[config.mk]
export PLATFORM = sky130hd
export DESIGN_NAME = bounded_morton_code_3d_unit_flat
export DESIGN_NICKNAME = d
export VERILOG_FILES = /design/src/rtl/core/bmc_pkg.sv /design/src/rtl/core/bmc_if.sv /design/src/rtl/core/bounded_morton_code_3d_unit.sv /design/src/rtl/core/bmc_queue.sv /design/src/rtl/core/bmc_front.sv /design/src/rtl/core/bmc_back.sv /design/src/flat_wrapper.sv
export SDC_FILE = /design/constraint.sdc
export NUM_CORES = 2
export LEC_CHECK = 0
export BUFFER_PORTS_ARGS = -buffer_cell sky130_fd_sc_hd__buf_2
export CAP_MARGIN = 20
export CORE_MARGIN = 1.5
export CORE_UTILIZATION = 50
export DETAILED_ROUTE_END_ITERATION = 8
export HOLD_SLACK_MARGIN = 0.15
export MAX_ROUTING_LAYER = met4
export PLACE_DENSITY = 0.76
export SLEW_MARGIN = 20
export SYNTH_ARGS = -nofsm -noshare
export SYNTH_HDL_FRONTEND = slang
export SYNTH_SLANG_ARGS = --single-unit
[constraint.sdc]
create_clock -name clk -period 21.2 [get_ports clk]
set_input_delay 4.24 -clock clk [delete_from_list [all_inputs] [get_ports clk]]
set_output_delay 4.24 -clock clk [all_outputs]
set_load 0.05 [all_outputs]
[src/rtl/core/bmc_pkg.sv]
// shared types and constants of the bounded morton code unit
// no dependencies
`timescale 1ns / 1ps

package bmc_pkg;

  localparam int COORD_W     = 32;
  localparam int INDEX_W     = 16;
  localparam int MORTON_W    = 63;
  localparam int QUEUE_DEPTH = 2;

  // how one axis of an encode request is finished
  typedef enum logic [1:0] {
    Q_ZERO = 2'b00,
    Q_TOP  = 2'b01,
    Q_DIV  = 2'b10
  } qsel_t;

  typedef struct packed {
    qsel_t               sel;
    logic [COORD_W-1:0]  diff;
    logic [COORD_W-1:0]  span;
  } axis_job_t;

  typedef struct packed {
    axis_job_t           x;
    axis_job_t           y;
    axis_job_t           z;
    logic [INDEX_W-1:0]  index;
  } enc_job_t;

  typedef struct packed {
    logic      push;
    enc_job_t  job;
  } enc_push_t;

  typedef struct packed {
    logic full;
    logic empty;
  } queue_stat_t;

  function automatic axis_job_t classify(input logic signed [COORD_W-1:0] p,
                                         input logic signed [COORD_W-1:0] lo,
                                         input logic signed [COORD_W-1:0] hi);
    axis_job_t          a;
    logic [COORD_W:0]   span_w;
    logic [COORD_W:0]   diff_w;
    span_w = {hi[COORD_W-1], hi} - {lo[COORD_W-1], lo};
    diff_w = {p[COORD_W-1], p} - {lo[COORD_W-1], lo};
    a.span = span_w[COORD_W-1:0];
    a.diff = diff_w[COORD_W-1:0];
    if (hi <= lo || p <= lo) begin
      a.sel = Q_ZERO;
    end else if (p >= hi) begin
      a.sel = Q_TOP;
    end else begin
      a.sel = Q_DIV;
    end
    return a;
  endfunction

endpackage

[src/rtl/core/bmc_if.sv]
// request and result channel interfaces of the bounded morton code unit
// depends on bmc_pkg
`timescale 1ns / 1ps

interface bmc_in_if import bmc_pkg::*; ();
  logic                       valid;
  logic                       ready;
  logic                       mode;
  logic                       first;
  logic signed [COORD_W-1:0]  x_coord;
  logic signed [COORD_W-1:0]  y_coord;
  logic signed [COORD_W-1:0]  z_coord;
  logic [INDEX_W-1:0]         point_index;

  modport source (output valid, mode, first, x_coord, y_coord, z_coord, point_index,
                  input ready);
  modport sink (input valid, mode, first, x_coord, y_coord, z_coord, point_index,
                output ready);
endinterface

interface bmc_out_if import bmc_pkg::*; ();
  logic                   valid;
  logic                   ready;
  logic [MORTON_W-1:0]    morton_value;
  logic [INDEX_W-1:0]     index_out;

  modport source (output valid, morton_value, index_out, input ready);
  modport sink (input valid, morton_value, index_out, output ready);
endinterface

[src/rtl/core/bounded_morton_code_3d_unit.sv]
// channel   | dir | payload
// in_ch     | in  | mode, first, x_coord, y_coord, z_coord, point_index
// out_ch    | out | morton_value, index_out
//
// a bounds request needs only a free queue slot
// an encode request passes through the queue, the three bit-serial dividers
// and the result register; the back end starts the next encode only once
// that result is loaded, and the dividers make one quotient bit per cycle
// a two-deep queue lets the front keep taking requests while the back divides
// reset is synchronous, active low, and clears bounds, queue and result valid
// a stalled result holds in the output register; the back waits, then the queue fills
`timescale 1ns / 1ps

module bounded_morton_code_3d_unit import bmc_pkg::*; #(
  parameter int AXIS_BITS = 21
) (
  input  logic        clk,
  input  logic        rst_n,
  bmc_in_if.sink      in_ch,
  bmc_out_if.source   out_ch
);

  enc_push_t    q_wr;
  enc_job_t     q_job;
  queue_stat_t  q_stat;
  logic         q_pop;

  bmc_front u_front (
    .clk    (clk),
    .rst_n  (rst_n),
    .in_ch  (in_ch),
    .q_stat (q_stat),
    .q_wr   (q_wr)
  );

  bmc_queue u_queue (
    .clk    (clk),
    .rst_n  (rst_n),
    .wr     (q_wr),
    .pop    (q_pop),
    .rd_job (q_job),
    .stat   (q_stat)
  );

  bmc_back #(
    .AXIS_BITS (AXIS_BITS)
  ) u_back (
    .clk    (clk),
    .rst_n  (rst_n),
    .job_in (q_job),
    .q_stat (q_stat),
    .pop    (q_pop),
    .out_ch (out_ch)
  );

endmodule

[src/rtl/core/bmc_queue.sv]
// short queue of classified encode requests between front and back
// depends on bmc_pkg
`timescale 1ns / 1ps

module bmc_queue import bmc_pkg::*; (
  input  logic         clk,
  input  logic         rst_n,
  input  enc_push_t    wr,
  input  logic         pop,
  output enc_job_t     rd_job,
  output queue_stat_t  stat
);

  localparam int PtrW = (QUEUE_DEPTH > 1) ? $clog2(QUEUE_DEPTH) : 1;
  localparam int CntW = $clog2(QUEUE_DEPTH + 1);

  enc_job_t           mem_r [QUEUE_DEPTH];
  logic [PtrW-1:0]    wr_ptr_r, wr_ptr_nxt;
  logic [PtrW-1:0]    rd_ptr_r, rd_ptr_nxt;
  logic [CntW-1:0]    cnt_r, cnt_nxt;
  logic               do_push;
  logic               do_pop;

  assign stat.full  = (cnt_r == CntW'(QUEUE_DEPTH));
  assign stat.empty = (cnt_r == '0);
  assign do_push    = wr.push && !stat.full;
  assign do_pop     = pop && !stat.empty;
  assign rd_job     = mem_r[rd_ptr_r];

  always_comb begin
    wr_ptr_nxt = wr_ptr_r;
    rd_ptr_nxt = rd_ptr_r;
    cnt_nxt    = cnt_r;
    if (do_push) begin
      wr_ptr_nxt = (wr_ptr_r == PtrW'(QUEUE_DEPTH - 1)) ? '0 : wr_ptr_r + 1'b1;
    end
    if (do_pop) begin
      rd_ptr_nxt = (rd_ptr_r == PtrW'(QUEUE_DEPTH - 1)) ? '0 : rd_ptr_r + 1'b1;
    end
    if (do_push && !do_pop) begin
      cnt_nxt = cnt_r + 1'b1;
    end else if (do_pop && !do_push) begin
      cnt_nxt = cnt_r - 1'b1;
    end
  end

  always_ff @(posedge clk) begin
    if (!rst_n) begin
      wr_ptr_r <= '0;
      rd_ptr_r <= '0;
      cnt_r    <= '0;
    end else begin
      wr_ptr_r <= wr_ptr_nxt;
      rd_ptr_r <= rd_ptr_nxt;
      cnt_r    <= cnt_nxt;
    end
  end

  always_ff @(posedge clk) begin
    if (do_push) begin
      mem_r[wr_ptr_r] <= wr.job;
    end
  end

endmodule

[src/rtl/core/bmc_front.sv]
// front end: takes requests, keeps the per-axis bounds, classifies encodes
// depends on bmc_pkg and bmc_if
`timescale 1ns / 1ps

module bmc_front import bmc_pkg::*; (
  input  logic         clk,
  input  logic         rst_n,
  bmc_in_if.sink       in_ch,
  input  queue_stat_t  q_stat,
  output enc_push_t    q_wr
);

  logic signed [COORD_W-1:0]  lo_x_r, lo_y_r, lo_z_r;
  logic signed [COORD_W-1:0]  hi_x_r, hi_y_r, hi_z_r;
  logic signed [COORD_W-1:0]  lo_x_nxt, lo_y_nxt, lo_z_nxt;
  logic signed [COORD_W-1:0]  hi_x_nxt, hi_y_nxt, hi_z_nxt;
  logic                       bounds_valid_r, bounds_valid_nxt;
  logic                       accept;
  enc_job_t                   job;

  assign in_ch.ready = !q_stat.full;
  assign accept      = in_ch.valid && in_ch.ready;

  always_comb begin
    job.x     = classify(in_ch.x_coord, lo_x_r, hi_x_r);
    job.y     = classify(in_ch.y_coord, lo_y_r, hi_y_r);
    job.z     = classify(in_ch.z_coord, lo_z_r, hi_z_r);
    job.index = in_ch.point_index;
    // no bounds yet: code is zero
    if (!bounds_valid_r) begin
      job.x.sel = Q_ZERO;
      job.y.sel = Q_ZERO;
      job.z.sel = Q_ZERO;
    end
    q_wr.job  = job;
    q_wr.push = accept && in_ch.mode;
  end

  always_comb begin
    lo_x_nxt         = lo_x_r;
    lo_y_nxt         = lo_y_r;
    lo_z_nxt         = lo_z_r;
    hi_x_nxt         = hi_x_r;
    hi_y_nxt         = hi_y_r;
    hi_z_nxt         = hi_z_r;
    bounds_valid_nxt = bounds_valid_r;
    if (accept && !in_ch.mode) begin
      bounds_valid_nxt = 1'b1;
      if (in_ch.first || !bounds_valid_r) begin
        lo_x_nxt = in_ch.x_coord;
        lo_y_nxt = in_ch.y_coord;
        lo_z_nxt = in_ch.z_coord;
        hi_x_nxt = in_ch.x_coord;
        hi_y_nxt = in_ch.y_coord;
        hi_z_nxt = in_ch.z_coord;
      end else begin
        if (in_ch.x_coord < lo_x_r) lo_x_nxt = in_ch.x_coord;
        if (in_ch.y_coord < lo_y_r) lo_y_nxt = in_ch.y_coord;
        if (in_ch.z_coord < lo_z_r) lo_z_nxt = in_ch.z_coord;
        if (in_ch.x_coord > hi_x_r) hi_x_nxt = in_ch.x_coord;
        if (in_ch.y_coord > hi_y_r) hi_y_nxt = in_ch.y_coord;
        if (in_ch.z_coord > hi_z_r) hi_z_nxt = in_ch.z_coord;
      end
    end
  end

  always_ff @(posedge clk) begin
    if (!rst_n) begin
      lo_x_r         <= '0;
      lo_y_r         <= '0;
      lo_z_r         <= '0;
      hi_x_r         <= '0;
      hi_y_r         <= '0;
      hi_z_r         <= '0;
      bounds_valid_r <= 1'b0;
    end else begin
      lo_x_r         <= lo_x_nxt;
      lo_y_r         <= lo_y_nxt;
      lo_z_r         <= lo_z_nxt;
      hi_x_r         <= hi_x_nxt;
      hi_y_r         <= hi_y_nxt;
      hi_z_r         <= hi_z_nxt;
      bounds_valid_r <= bounds_valid_nxt;
    end
  end

endmodule

[src/rtl/core/bmc_back.sv]
// back end: bit-serial dividers for the three axes, interleave, result register
// depends on bmc_pkg and bmc_if
`timescale 1ns / 1ps

module bmc_back import bmc_pkg::*; #(
  parameter int AXIS_BITS = 21
) (
  input  logic         clk,
  input  logic         rst_n,
  input  enc_job_t     job_in,
  input  queue_stat_t  q_stat,
  output logic         pop,
  bmc_out_if.source    out_ch
);

  localparam int CntW = (AXIS_BITS > 1) ? $clog2(AXIS_BITS) : 1;

  typedef enum logic [2:0] {
    S_IDLE = 3'b001,
    S_DIV  = 3'b010,
    S_DONE = 3'b100
  } state_t;

  state_t                 state_r, state_nxt;
  logic [CntW-1:0]        cnt_r, cnt_nxt;
  qsel_t                  sel_r [3];
  logic [COORD_W-1:0]     span_r [3];
  logic [COORD_W-1:0]     rem_r [3];
  logic [COORD_W-1:0]     rem_nxt [3];
  logic [AXIS_BITS-1:0]   quo_r [3];
  logic [AXIS_BITS-1:0]   quo_nxt [3];
  logic [AXIS_BITS-1:0]   qval [3];
  logic [INDEX_W-1:0]     index_r;
  axis_job_t              job_axes [3];
  logic [MORTON_W-1:0]    code;
  logic                   out_valid_r, out_valid_nxt;
  logic [MORTON_W-1:0]    out_code_r;
  logic [INDEX_W-1:0]     out_index_r;
  logic                   load_out;

  assign job_axes[0] = job_in.x;
  assign job_axes[1] = job_in.y;
  assign job_axes[2] = job_in.z;

  // one restoring step per axis
  always_comb begin
    logic [COORD_W:0] r2;
    logic             ge;
    for (int a = 0; a < 3; a++) begin
      r2 = {rem_r[a], 1'b0};
      ge = (r2 >= {1'b0, span_r[a]});
      rem_nxt[a] = ge ? COORD_W'(r2 - {1'b0, span_r[a]}) : r2[COORD_W-1:0];
      quo_nxt[a] = AXIS_BITS'({quo_r[a], ge});
    end
  end

  always_comb begin
    for (int a = 0; a < 3; a++) begin
      case (sel_r[a])
        Q_ZERO:  qval[a] = '0;
        Q_TOP:   qval[a] = '1;
        Q_DIV:   qval[a] = quo_r[a];
        default: qval[a] = '0;
      endcase
    end
    code = '0;
    for (int b = 0; b < AXIS_BITS; b++) begin
      code[3*b]     = qval[0][b];
      code[3*b + 1] = qval[1][b];
      code[3*b + 2] = qval[2][b];
    end
  end

  always_comb begin
    state_nxt     = state_r;
    cnt_nxt       = cnt_r;
    pop           = 1'b0;
    load_out      = 1'b0;
    out_valid_nxt = out_valid_r;
    if (out_valid_r && out_ch.ready) begin
      out_valid_nxt = 1'b0;
    end
    case (state_r)
      S_IDLE: begin
        if (!q_stat.empty) begin
          pop       = 1'b1;
          cnt_nxt   = '0;
          state_nxt = S_DIV;
        end
      end
      S_DIV: begin
        if (cnt_r == CntW'(AXIS_BITS - 1)) begin
          state_nxt = S_DONE;
        end else begin
          cnt_nxt = cnt_r + 1'b1;
        end
      end
      S_DONE: begin
        if (!out_valid_r || out_ch.ready) begin
          load_out      = 1'b1;
          out_valid_nxt = 1'b1;
          state_nxt     = S_IDLE;
        end
      end
      default: state_nxt = S_IDLE;
    endcase
  end

  always_ff @(posedge clk) begin
    if (!rst_n) begin
      state_r     <= S_IDLE;
      cnt_r       <= '0;
      out_valid_r <= 1'b0;
    end else begin
      state_r     <= state_nxt;
      cnt_r       <= cnt_nxt;
      out_valid_r <= out_valid_nxt;
    end
  end

  always_ff @(posedge clk) begin
    if (pop) begin
      for (int a = 0; a < 3; a++) begin
        sel_r[a]  <= job_axes[a].sel;
        span_r[a] <= job_axes[a].span;
        rem_r[a]  <= job_axes[a].diff;
        quo_r[a]  <= '0;
      end
      index_r <= job_in.index;
    end else if (state_r == S_DIV) begin
      for (int a = 0; a < 3; a++) begin
        rem_r[a] <= rem_nxt[a];
        quo_r[a] <= quo_nxt[a];
      end
    end
    if (load_out) begin
      out_code_r  <= code;
      out_index_r <= index_r;
    end
  end

  assign out_ch.valid        = out_valid_r;
  assign out_ch.morton_value = out_code_r;
  assign out_ch.index_out    = out_index_r;

endmodule

[src/flat_wrapper.sv]
// flat-port wrapper written by rule: the top's interface ports become plain ports
module bounded_morton_code_3d_unit_flat import bmc_pkg::*;
#(
  parameter int AXIS_BITS = 21
)
  (clk, rst_n, in_ch_valid, in_ch_mode, in_ch_first, in_ch_x_coord, in_ch_y_coord, in_ch_z_coord, in_ch_point_index, in_ch_ready, out_ch_valid, out_ch_morton_value, out_ch_index_out, out_ch_ready);
  bmc_in_if in_ch_i ();
  bmc_out_if out_ch_i ();
  input  logic clk;
  input  logic rst_n;
  input wire logic [$bits(in_ch_i.valid)-1:0] in_ch_valid;
  input wire logic [$bits(in_ch_i.mode)-1:0] in_ch_mode;
  input wire logic [$bits(in_ch_i.first)-1:0] in_ch_first;
  input wire logic [$bits(in_ch_i.x_coord)-1:0] in_ch_x_coord;
  input wire logic [$bits(in_ch_i.y_coord)-1:0] in_ch_y_coord;
  input wire logic [$bits(in_ch_i.z_coord)-1:0] in_ch_z_coord;
  input wire logic [$bits(in_ch_i.point_index)-1:0] in_ch_point_index;
  output wire logic [$bits(in_ch_i.ready)-1:0] in_ch_ready;
  output wire logic [$bits(out_ch_i.valid)-1:0] out_ch_valid;
  output wire logic [$bits(out_ch_i.morton_value)-1:0] out_ch_morton_value;
  output wire logic [$bits(out_ch_i.index_out)-1:0] out_ch_index_out;
  input wire logic [$bits(out_ch_i.ready)-1:0] out_ch_ready;
  assign in_ch_i.valid = in_ch_valid;
  assign in_ch_i.mode = in_ch_mode;
  assign in_ch_i.first = in_ch_first;
  assign in_ch_i.x_coord = in_ch_x_coord;
  assign in_ch_i.y_coord = in_ch_y_coord;
  assign in_ch_i.z_coord = in_ch_z_coord;
  assign in_ch_i.point_index = in_ch_point_index;
  assign in_ch_ready = in_ch_i.ready;
  assign out_ch_valid = out_ch_i.valid;
  assign out_ch_morton_value = out_ch_i.morton_value;
  assign out_ch_index_out = out_ch_i.index_out;
  assign out_ch_i.ready = out_ch_ready;
  bounded_morton_code_3d_unit #(.AXIS_BITS(AXIS_BITS)) u_core (.clk(clk), .rst_n(rst_n), .in_ch(in_ch_i), .out_ch(out_ch_i));
endmodule
Yosys cells after proc, flatten, opt, wreduce, memory -nomap -nowiden
Memory sizes are Yosys's and may differ from the RTL's. A register that Yosys moved wholly into a read port is not among the register bits. Index checks and enable logic that the tools add are counted.

Flip-flop bits (word level): 301. Bits in latches: 0. Memory bits (writable): 689. Memory bits (read-only): 0. Output and inout port bits: 81. Memories kept: 5.

Add/sub/neg operators: 14. Multiply operators: 0. Div/mod/pow operators: 0. Order comparisons: 18. Eq/ne operators: 15. Shift-type cells: 0. Multiplexer cells: 60. Bitwise gates (word level): 6. Reductions and logical operators: 37.

Memories: u_core.u_queue.mem_r (depth 2, bits a word 214, read ports 1, clocked after Yosys merged registers in 1, write ports 1, RTL line bmc_queue.sv:17) `enc_job_t mem_r [QUEUE_DEPTH];`; u_core.u_back.rem_r (depth 3, bits a word 32, read ports 3, clocked after Yosys merged registers in 0, write ports 3, RTL line bmc_back.sv:28) `logic [COORD_W-1:0] rem_r [3];`; u_core.u_back.span_r (depth 3, bits a word 32, read ports 3, clocked after Yosys merged registers in 0, write ports 3, RTL line bmc_back.sv:27) `logic [COORD_W-1:0] span_r [3];`; u_core.u_back.quo_r (depth 3, bits a word 21, read ports 3, clocked after Yosys merged registers in 0, write ports 3, RTL line bmc_back.sv:30) `logic [AXIS_BITS-1:0] quo_r [3];`; u_core.u_back.sel_r (depth 3, bits a word 2, read ports 3, clocked after Yosys merged registers in 0, write ports 3, RTL line bmc_back.sv:26) `qsel_t sel_r [3];`.

Operator list (number): 32-bit 2-to-1 mux (18); 32-bit subtractor (9); 32-bit less-or-equal comparator (6); 21-bit one-hot mux with 2 select lines (3); 33-bit by 32-bit >= comparator with 1-bit output (3); 32-bit >= comparator (3); 32-bit > comparator (3); 32-bit less-than comparator (3); 21-bit 2-to-1 mux (3); 2-bit 2-to-1 mux (11); 1-bit 2-to-1 mux (18); 2-bit nonzero test (8); 2-bit AND reduction (6); 5-bit 2-to-1 mux (2); 5-bit one-hot mux with 2 select lines (1); 3-bit 2-to-1 mux (3); 3-bit one-hot mux with 3 select lines (1); 2-bit equality test, second input constant (4); 1-bit logical AND (8); 2-bit != test, second input constant (4); 1-bit logical NOT (7); 2-bit by 1-bit equality test with 1-bit output, second input constant (3); 1-bit OR (6); 3-bit AND reduction (2); 10 further kinds (15).

Depth between registers and ports, before layout
Word-level depth: 9. Mapped depth: 15. Mapped depth without buffers: 13.

Hierarchy
A second synthesis with hierarchy kept.

Cell total of the unflattened synthesis: 5138. Area total of the unflattened synthesis: 56389.1 um^2.

Modules (own cells, without submodules): bmc_front (times used 1, cells each 2619, area each 20216.9 um^2, sequential area each 3863.7 um^2); bmc_back (times used 1, cells each 1828, area each 19836.5 um^2, sequential area each 10870.4 um^2); bmc_queue (times used 1, cells each 691, area each 16335.7 um^2, sequential area each 12952.4 um^2).

Worst setup path before layout
No wires, ideal clock.

Kind: input-to-reg. Start: input in_ch_valid. End: register u_core.u_queue.wr_ptr_r. Arrival: 13984 ps. Setup slack: 7116 ps. Stages on the path: 3. Path through: nand3_1 > nor2_1 > o21a_1.

Cells in the longest elaborated chain, start to end: 3.

Ends and longest elaborated chain: from (decl) (RTL line flat_wrapper.sv:11) `input wire logic [$bits(in_ch_i.valid)-1:0] in_ch_valid;`; 1-bit logical AND (RTL line bmc_front.sv:22) `assign accept = in_ch.valid && in_ch.ready;`; 1-bit logical AND (RTL line bmc_front.sv:36) `q_wr.push = accept && in_ch.mode;`; 1-bit logical AND (RTL line bmc_queue.sv:26) `assign do_push = wr.push && !stat.full;`; to (signal assigned) (RTL line bmc_queue.sv:53) `wr_ptr_r <= wr_ptr_nxt;`; to (decl) (RTL line bmc_queue.sv:18) `logic [PtrW-1:0] wr_ptr_r, wr_ptr_nxt;`.

No other way between the ends. A chain may end at the register's enable or synchronous reset.

Final worst setup path
Start: input in_ch_y_coord[0]. End: register u_core.u_front.lo_y_r[7].

Cells in the longest elaborated chain, start to end: 3.

Ends and longest elaborated chain: from (decl) (RTL line flat_wrapper.sv:15) `input wire logic [$bits(in_ch_i.y_coord)-1:0] in_ch_y_coord;`; 32-bit less-than comparator (RTL line bmc_front.sv:58) `if (in_ch.y_coord < lo_y_r) lo_y_nxt = in_ch.y_coord;`; 2-bit nonzero test (no source line); 2-bit AND reduction (no source line); to (signal assigned) (RTL line bmc_front.sv:78) `lo_y_r <= lo_y_nxt;`; to (decl) (RTL line bmc_front.sv:13) `logic signed [COORD_W-1:0] lo_x_r, lo_y_r, lo_z_r;`.

No other way between the ends.

==> impl_results.rst <==
.. list-table::
   :header-rows: 1

   * - Metric
     - Value
   * - CP Data Arrival Time
     - 7830 ps
   * - Setup Skew
     - 22.2 ps
   * - Post-route fraction of the period consumed by the critical path
     - about a third
   * - Area inside the core boundary
     - 107,000 µm²
   * - Total negative slack
     - 0 ps
   * - Layout cells sized above 1
     - between 10% and 20%
   * - Remaining Overflow, GRT
     - 0
   * - Leading cell types by total area after synthesis
     - edfxtp_1, ha_1, dfxtp_1, mux2i_1, a21oi_1
   * - Pin count of the biggest net entering global routing
     - approximately 150
   * - WHS
     - between 400 and 500 ps
   * - Count of unresolved DRC violations after routing
     - 0
   * - Proportion of netlist area held by the largest area contributor
     - between 40 and 50%
   * - Initial antenna violation count
     - 6
   * - Via/cell ratio
     - 5.72
   * - Flip-flop and latch count after synthesis
     - 991
   * - Element type at the critical path end
     - register
   * - Die Height
     - about 330 µm
   * - Global router's overall resource usage
     - 23.4%
   * - Std-Cell Rows
     - between 100 and 150
   * - Unrepaired setup endpoints after global routing
     - false
   * - Final count of hold timing violations
     - 0
   * - Synth cell count leaders
     - edfxtp_1, nand2_1, a21oi_1
   * - Count of flip-flops with a built-in enable after synthesis
     - just under 800
   * - Synthesized cell area
     - 54,000 µm²
   * - Most frequent cell after synthesis
     - edfxtp_1
   * - Peak Freq
     - ~140 MHz
   * - Cts-stage hold buffer count
     - 0
   * - Actual transition at the worst max-transition pin
     - about 1000 ps
   * - Number of DRC violations after detailed-routing iteration 0
     - 2,679
   * - Max-capacitance violation count
     - 0
   * - Post-synthesis async set-or-reset flop share
     - 0%
   * - Sink count of the clock tree
     - 991
   * - Number of distinct library cells after synthesis
     - between 80 and 90
   * - Outcome
     - finished, final reports clean
   * - Leakage power total
     - between 20 and 25 nW
   * - Die width
     - around 330 µm
   * - Final routed wire length divided by cell count
     - 19.3 µm
   * - YS warnings
     - 0
   * - Number of buffers created by CTS
     - roughly 110
   * - Count of pins on the block boundary
     - ~200
   * - Syn Nets
     - between 5,000 and 6,000
   * - Post-DP HPWL
     - around 91,000 µm
   * - Clock input transition at the sequential cells of the worst setup and hold paths
     - 60 ps
   * - First-pass iteration count of the detailed router
     - 6
   * - CTS tree
     - yes
   * - Number of max-slew violations in the final report
     - 0
   * - Final ANT Viol Nets
     - 0
   * - Count of input and output buffers
     - around 200
   * - Max VDD drop
     - ~0.08 mV
   * - Startpoint type of the worst setup path
     - input pin
   * - Headroom to the max-slew limit
     - between 30% and 40%
   * - Worst Path Class, Setup
     - input pin to register
   * - Cell type with the highest aggregate area in the netlist
     - edfxtp_1
   * - Critical Path Fanout Max
     - 32
   * - Worst hold-check path type
     - register to register
   * - Number of nets in the final layout
     - roughly 5,600
   * - Post-CTS setup repair buffer count
     - 0
   * - Proportion of synthesized chip area in sequential cells
     - between 50% and 60%
   * - Overall via count from detail_route
     - roughly 38,000
   * - Area of the die
     - ~110,000 µm²
   * - Clock tree root buffer cell
     - clkbuf_16
   * - Final weighted congestion in routability-driven placement
     - around 0.9
   * - Total wirelength of the detailed-routed design
     - about 130,000 µm
   * - Area grow syn2layout
     - 11.1%
   * - Placement Setup Slack
     - ~13,000 ps
   * - Endpoint required time on the critical path
     - between 20,000 and 25,000 ps
   * - Count of endpoints failing setup in the final report
     - 0
   * - Cells after Synth
     - slightly below 5,000
   * - Final standard cell count with taps included and fillers excluded
     - about 6,600
   * - Clock insertion delay at the later pin of the skew report
     - 680 ps
   * - Time the worst path needs with I/O delays and setup
     - 7220 ps
   * - Main flop type after synthesis
     - edfxtp_1
   * - Number of global-route vias before repair
     - 36,746
   * - Initial Util
     - approximately half
   * - Pwr Total
     - 8.11 mW
   * - Gates resized, CTS repair
     - 0
   * - Setup WS post-layout
     - around 14,000 ps
   * - Clock tree buffer depth
     - 3
   * - Power per standard cell area
     - 135 nW/µm²
   * - Count of H-tree levels built during CTS
     - 3
   * - Instance count after placement with tap cells included
     - about 6,400
   * - First-pass GRT wire length
     - ~200,000 µm
   * - Avg Inst Size Synth
     - 10.9 µm²
-- cells by family (layout without fill, tap and decap cells) --
family / after synthesis / count (layout) / share of synthesized area [%]
other cells: 0 / 2 / 0
fa+ha+maj: 402 / 402 / 9.43
simple gates: 1225 / 1225 / 10.6
flops: 991 / 991 / 51.2
mux: 407 / 407 / 7.81
compound gates: 1098 / 1098 / 12.9
xor+xnor: 255 / 255 / 4.13
buf+inv: 561 / 805 / 3.98
-- final timing paths --
check        depth (start not counted)                           startpoint  slack [ps]                                      endpoint
max                                 15                     in_ch_y_coord[0]       13980         u_core.u_front.lo_y_r[7]$_SDFFE_PN0P_
min reg2reg                          0  u_core.u_back.index_r[14]$_DFFE_PP_         420  u_core.u_back.out_ch.index_out[14]$_DFFE_PP_
max reg2reg                         12  u_core.u_back.rem_r[0][3]$_DFFE_PP_       17020           u_core.u_back.rem_r[0][1]$_DFFE_PP_
min                                  0  u_core.u_back.index_r[14]$_DFFE_PP_         420  u_core.u_back.out_ch.index_out[14]$_DFFE_PP_
-- flip-flops by register name (all words and copies together), names as in the netlist, 3 cells and up, named ones only --
name and flops:
u_core.u_back.cnt_r 5, u_core.u_back.index_r 16, u_core.u_back.out_ch.index_out 16, u_core.u_back.out_ch.morton_value 63, u_core.u_back.quo_r 63, u_core.u_back.rem_r 96
u_core.u_back.sel_r 6, u_core.u_back.span_r 96, u_core.u_back.state_r 3, u_core.u_front.hi_x_r 32, u_core.u_front.hi_y_r 32, u_core.u_front.hi_z_r 32
u_core.u_front.lo_x_r 32, u_core.u_front.lo_y_r 32, u_core.u_front.lo_z_r 32, u_core.u_queue.mem_r 428
-- critical path: stages --
cell and delay [ps]:
buf_2 90, inv_1 50, ha_1 220, fa_1 410, nor2b_1 200, o31ai_2 110, a31o_2 250, a21oi_1 410
a211o_1 270, a311o_1 290, and3b_1 200, o22ai_2 100, o21ai_4 160, buf_4 510, mux2i_1 260
-- metal layers --
layer	up-vias	GRT usage [%]	part of all wire (%)
met5	-	-	0
met1	18291	29.9	44
met3	214	2.85	4.7
li1	18242	-	-
met2	934	39.0	49
met4	0	6.79	2.7
-- layout make-up --
class                   instances  area [µm²]
flip-flops and latches        991       27700
well taps                    1403        1760
repair buffers                225        1240
fillers                      8937       47000
clock inverters                73         812
multi-input cells            3387       24300
inverters                     387        1460
clock buffers                 120        2770
diodes                          2        5.00
-- metrics by stage --
step | util [%] | cell area (µm²)
floorplan | - | 54000
global placement | 52.7 | 56500
detailed placement | 52.7 | 56500
CTS | 56.1 | 60000
global route | 56.1 | 60100
finish | 56.1 | 60100
-- layout by cell type, fill, tap and decap left out, types with 12 or more instances in the layout --
cell / netlist / final
a31oi_1: 32 / 32
clkbuf_16: 0 / 109
edfxtp_1: 784 / 784
nor2b_1: 67 / 67
a21oi_1: 407 / 407
a211oi_1: 72 / 72
nor4_1: 16 / 16
nand3_1: 74 / 72
xor2_1: 91 / 91
and2_1: 77 / 77
mux2_2: 119 / 119
bufinv_16: 0 / 16
buf_2: 20 / 197
and3_1: 28 / 28
nand2b_1: 44 / 44
o211ai_1: 37 / 37
or3_1: 18 / 17
a21o_1: 159 / 159
nand2_1: 457 / 456
clkinv_1: 0 / 20
dfxtp_1: 207 / 206
nor2_1: 291 / 288
mux2i_1: 288 / 288
clkinv_2: 0 / 16
nor3_1: 48 / 47
nand4_1: 62 / 62
o21ai_0: 164 / 164
o21bai_1: 31 / 31
inv_1: 387 / 386
o31ai_1: 16 / 16
o21a_1: 48 / 47
buf_4: 6 / 23
ha_1: 393 / 393
xnor2_1: 164 / 164
or2_2: 12 / 12
-- where the power goes --
part	switching (mW)	total [mW]	internal [mW]
combinational	2.03	3.30	1.26
sequential	0.173	2.91	2.74
clock	0.769	1.90	1.13
total	2.97	8.11	5.14
Power figures use the tool's default switching activity.
